<file path="config.mk">
export PLATFORM = sky130hd
export DESIGN_NAME = vpci_devcfg_mem
export DESIGN_NICKNAME = d
export VERILOG_FILES = /design/src/rtl/core/vpci_pkg.sv /design/src/rtl/core/vpci_devcfg_mem.sv
export SDC_FILE = /design/constraint.sdc
export NUM_CORES = 2
export LEC_CHECK = 0
export BUFFER_PORTS_ARGS = -buffer_cell sky130_fd_sc_hd__buf_2
export CORE_MARGIN = 1.5
export CORE_UTILIZATION = 40
export CTS_CLUSTER_DIAMETER = 80
export CTS_CLUSTER_SIZE = 25
export DETAILED_ROUTE_END_ITERATION = 6
export GPL_ROUTABILITY_DRIVEN = 0
export SKIP_LAST_GASP = 1
export SLEW_MARGIN = 0
export SYNTH_ARGS = -nofsm -noshare
export SYNTH_HDL_FRONTEND = slang
export SYNTH_SLANG_ARGS = --single-unit
</file>
<file path="constraint.sdc">
create_clock -name clock -period 3.4 [get_ports clock]
set_clock_uncertainty 0.1 [all_clocks]
set_input_delay 0.17 -clock clock [delete_from_list [all_inputs] [get_ports clock]]
set_output_delay 0.17 -clock clock [all_outputs]
set_load 0.02 [all_outputs]
</file>
<file path="src/rtl/core/vpci_pkg.sv">
// Shared types and constants for the virtio PCI register block.
`default_nettype none
package vpci_pkg;
   localparam int MAX_QUEUES    = 8;
   localparam int DEVCFG_BYTES  = 256;
   localparam int NOTIFY_STRIDE = 4;

   localparam logic [1:0] OP_READ  = 2'd0;
   localparam logic [1:0] OP_WRITE = 2'd1;
   localparam logic [1:0] OP_IRQ   = 2'd2;

   localparam logic [2:0] ST_OK       = 3'd0;
   localparam logic [2:0] ST_UNSUP    = 3'd1;
   localparam logic [2:0] ST_BADSTATE = 3'd2;
   localparam logic [2:0] ST_SIZE     = 3'd3;
   localparam logic [2:0] ST_RANGE    = 3'd4;
   localparam logic [2:0] ST_ALIGN    = 3'd5;

   localparam logic [2:0] EV_NONE   = 3'd0;
   localparam logic [2:0] EV_READY  = 3'd1;
   localparam logic [2:0] EV_QCFG   = 3'd2;
   localparam logic [2:0] EV_NOTIFY = 3'd3;
   localparam logic [2:0] EV_DEVCFG = 3'd4;

   localparam logic [1:0] CSR_NUM_QUEUES = 2'd0;
   localparam logic [1:0] CSR_DEV_FEAT   = 2'd1;
   localparam logic [1:0] CSR_DEVCFG_SZ  = 2'd2;

   localparam logic [15:0] ISR_OFF     = 16'h0038;
   localparam logic [15:0] DEVCFG_BASE = 16'h003c;

   typedef struct packed {
      logic [31:0] read_data;
      logic [2:0]  status_code;
      logic [2:0]  event_kind;
      logic [2:0]  event_queue;
      logic [31:0] event_data;
      logic        irq_pending;
   } rsp_type;

   typedef enum logic [2:0] {
      S_IDLE = 3'b001,
      S_EXEC = 3'b010,
      S_OUT  = 3'b100
   } state_type;
endpackage
`default_nettype wire

</file>
<file path="src/rtl/core/vpci_devcfg_mem.sv">
// Device-config byte store: four byte lanes, one aligned word per address.
`default_nettype none
module vpci_devcfg_mem
   import vpci_pkg::*;
#(
   parameter int AW = 6
) (
   input  wire logic          clock,
   input  wire logic [AW-1:0] rd_addr,
   output logic [31:0]        rd_data,
   input  wire logic          wr_en,
   input  wire logic [AW-1:0] wr_addr,
   input  wire logic [3:0]    wr_mask,
   input  wire logic [31:0]   wr_data
);
   logic [31:0] mem [2**AW];
   logic [31:0] rd_data_ff;

   always_ff @(posedge clock) begin
      rd_data_ff <= mem[rd_addr];
      if (wr_en) begin
         for (int i = 0; i < 4; i++) begin
            if (wr_mask[i]) mem[wr_addr][8*i +: 8] <= wr_data[8*i +: 8];
         end
      end
   end
   assign rd_data = rd_data_ff;
endmodule
`default_nettype wire

</file>
==> reports/summary.txt <==
Top_reg_cell synth = edfxtp_1
Mux share of post-synthesis cell area = 16.7%
Max Cap Viol = 0
RR Startpoint = mem[54][2]
Register area share after synthesis = 77.9%
Die Ht = 450 um
Synth area leader = edfxtp_1
CTS resizes = 0
Post-synthesis adder-cell area fraction = 0%
Detailed Routing Iterations Pass 1 = 7
Crit start category = input port
Grt ovf = 0
All-layer global routing usage = 21.5%
Flop2flop setup slack = 1.10 ns
Yosys warns = 0
Max Slew Vio Count = 0
Syn nets = 3626
Final cell count without fillers = 6680
Initial antenna violation count = 37
Yosys reg bits = 2080
Port Buffers = 81
Status = finished, final reports clean
Top delay family on crit path = buffers and inverters
VDD IR-drop max = 0.453 mV
Xor and xnor area share after synthesis = 0%
Area growth syn-to-layout = 11.4%
Final worst-path cycle share = 73.5%
Worst Hold Class = in -> reg
Drt total wl = 218000 um
Vias = 38800
Fin Setup TNS = 0 ns
# placed instances = 6471
Maximum fanout along the worst path = 26
Share of synthesized registers carrying an async set or reset = 0%
Starting Density = 40.3%
Gate Count Post-Synth = 3576
Largest net degree at the start of global routing = 65
Top-count cell post-synth = edfxtp_1
Max stage delay on crit path = 0.81 ns
Core area = 0.198 mm^2
Final Core Density = 44.9%
Hold Crit Start = rd_addr[4]
Simple-Gate Fraction of Synth Area = 2.25%
Post-DP HPWL = 143000 um
Post-route minimum period = 2.50 ns
Width of the die = 450 um
Avg Cell Area, Syn = 22.3 um^2
Drt wl/cell = 32.7 um
Unrepaired setup endpoints after global routing = no
Crit. End Element = register
Cell variety after synth = 36
Worst-path cell with the longest stage delay = a221oi_1
Cell Rows = 163
Critical Path RT = 4.01 ns
PnR worst setup slack = 0.902 ns
Relative slew slack = 12.0%
Root Buffer = clkbuf_16
Post-synthesis compound-gate area fraction = 1.78%
Largest family of logic cells by synthesized area = multiplexers
Min-Delay Endpoint = rd_data[26]
Fmax = 400 MHz
Global-route wire length before repair = 306000 um
CTS max path bufs = 3
Clock latency on the worst-skew pair = 0.79 ns
First DRT Iteration DRCs = 4800
Lkg Pwr = 0.0276 uW
Worst slew pin tran = 1.32 ns
Nets = 3989
CTS tree = built
Post-synth top area share = 77.1%
Synth area leaders = edfxtp_1 77%, mux4_2 15%, nor2_1 1.3%
Clock Sink Count = 2080
CP arrival = 3.11 ns
Post-Syn Area = 0.0798 mm^2
# setup viols final = 0
CP cell instances = dlygate4sd3_1 -> buf_2 -> buf_12 -> nor2b_1 -> buf_4 -> a221oi_1 -> o22ai_1 -> nor2_1
Fin Hold WS = 0.0439 ns
R2r worst-path depth = 5
Vias in the first global route = 38300
Worst Setup Path Type = in -> reg
Final ANT Viol Nets = 0
Share of cells above drive strength 1 = 29.3%
DRC Markers = 0
Die ar. = 0.202 mm^2
WHS Path Cells = 4
Final hold violation count = 0
Post-synth top cells = 2048 x edfxtp_1, 543 x mux4_2, 280 x nor2_1
Via-per-instance ratio = 5.81
H-tree depth = 3
Ports = 82
EDFF count, synth = 2048
Number of buffers and inverters on the critical path = 4
Power Density = 504 mW/mm^2
Clock slew at reported path FFs = 0.10 ns
Worst reg2reg endpoint = rd_data[2]
Clock buffer count from CTS = 97
Setup WS pre-CTS = 0.371 ns
## state kept, by name (all words and copies together), names as in the netlist
| signal | count |
|---|---|
| mem | 2048 |
| rd_data | 32 |
## logic make-up after synthesis
logic type             after synthesis
AO/OA/AOI/OAI                      200
buffers and inverters              210
flip-flops                        2080
multiplexers                       649
AND/OR/NAND/NOR                    437
## layer usage
| metal | part of all wire (%) | vias up | track usage, % |
|---|---|---|---|
| li1 | - | 15700 | - |
| met1 | 40 | 21200 | 29.2 |
| met2 | 48 | 1606 | 34.4 |
| met3 | 7.9 | 342 | 4.69 |
| met4 | 3.3 | 42 | 7.07 |
| met5 | 0.12 | - | 0.616 |
## worst reg2reg max path, stage by stage, from the launching register on
cell and delay, ns:
edfxtp_1 0.38, mux4_2 0.50, mux2i_1 0.34, o22ai_1 0.15, a22oi_1 0.55, nand2_1 0.11
## per-stage QoR
stage	power [uW]	area (um^2)
2_1_floorplan	30400	79800
3_3_place_gp	31800	85700
3_5_place_dp	31800	85700
4_1_cts	45100	88800
5_1_grt	46100	88800
6_report	44800	88800
## area by class of cell
cell class,count,area [um^2]
fill,16700,109000
sequential,2080,62100
multi-input combinational,1286,16600
timing repair buffer,474,3790
tap,2640,3300
clock buffer,154,2690
clock inverter,26,279
antenna,20,50.0
## cells in the final DEF, fill, tap and decap left out, types with 3 or more instances in the layout
master,n
clkinv_4,3
a221o_1,4
and3_1,3
nor2_1,278
nor3b_1,6
a21oi_1,30
edfxtp_1,2048
dlygate4sd3_1,9
nand2_1,81
a221oi_1,16
inv_6,5
o21ai_0,6
buf_12,30
dfxtp_1,32
nand2b_1,10
clkinv_8,3
and3b_1,3
a22o_1,11
clkinv_2,7
diode_2,20
o22ai_1,43
nand2_2,4
buf_4,355
mux2_2,27
nor2b_4,3
nor3_1,21
clkinvlp_4,3
buf_2,76
o211ai_1,19
clkbuf_1,54
clkbuf_16,99
buf_8,3
nor2b_1,3
mux2i_1,79
a22oi_1,50
o221ai_1,15
mux4_2,543
a31oi_1,4
nand3_1,13
## where the power goes
part	switching (uW)	leakage, uW	total [uW]	internal, uW
Sequential	128	0.0187	28400	28300
Clock	7880	0.00142	13600	5760
Combinational	1760	0.00746	2790	1030
Total	9760	0.0276	44800	35100
## how the worst max path moves through the flow
stage                     slack (ns)       start  depth (start not counted)     endpoint
after CTS                       0.99  rd_addr[5]                          8  rd_data[27]
after global placement          0.35  rd_addr[0]                          7  rd_data[27]
after floorplan                 1.28  rd_addr[2]                          7  rd_data[16]
final                           0.90  rd_addr[5]                          8  rd_data[28]
after detailed placement        0.37  rd_addr[0]                          9  rd_data[27]
after global routing            0.95  rd_addr[5]                          8  rd_data[12]
## repair_timing
| action | CTS | global route |
|---|---|---|
| endpoints found under the setup margin | 0 | 0 |
| endpoints found under the hold margin | 211 | 0 |
| setup buffers | 0 | 0 |
| hold buffers | 9 | 0 |
Power figures use the tool's default switching activity.
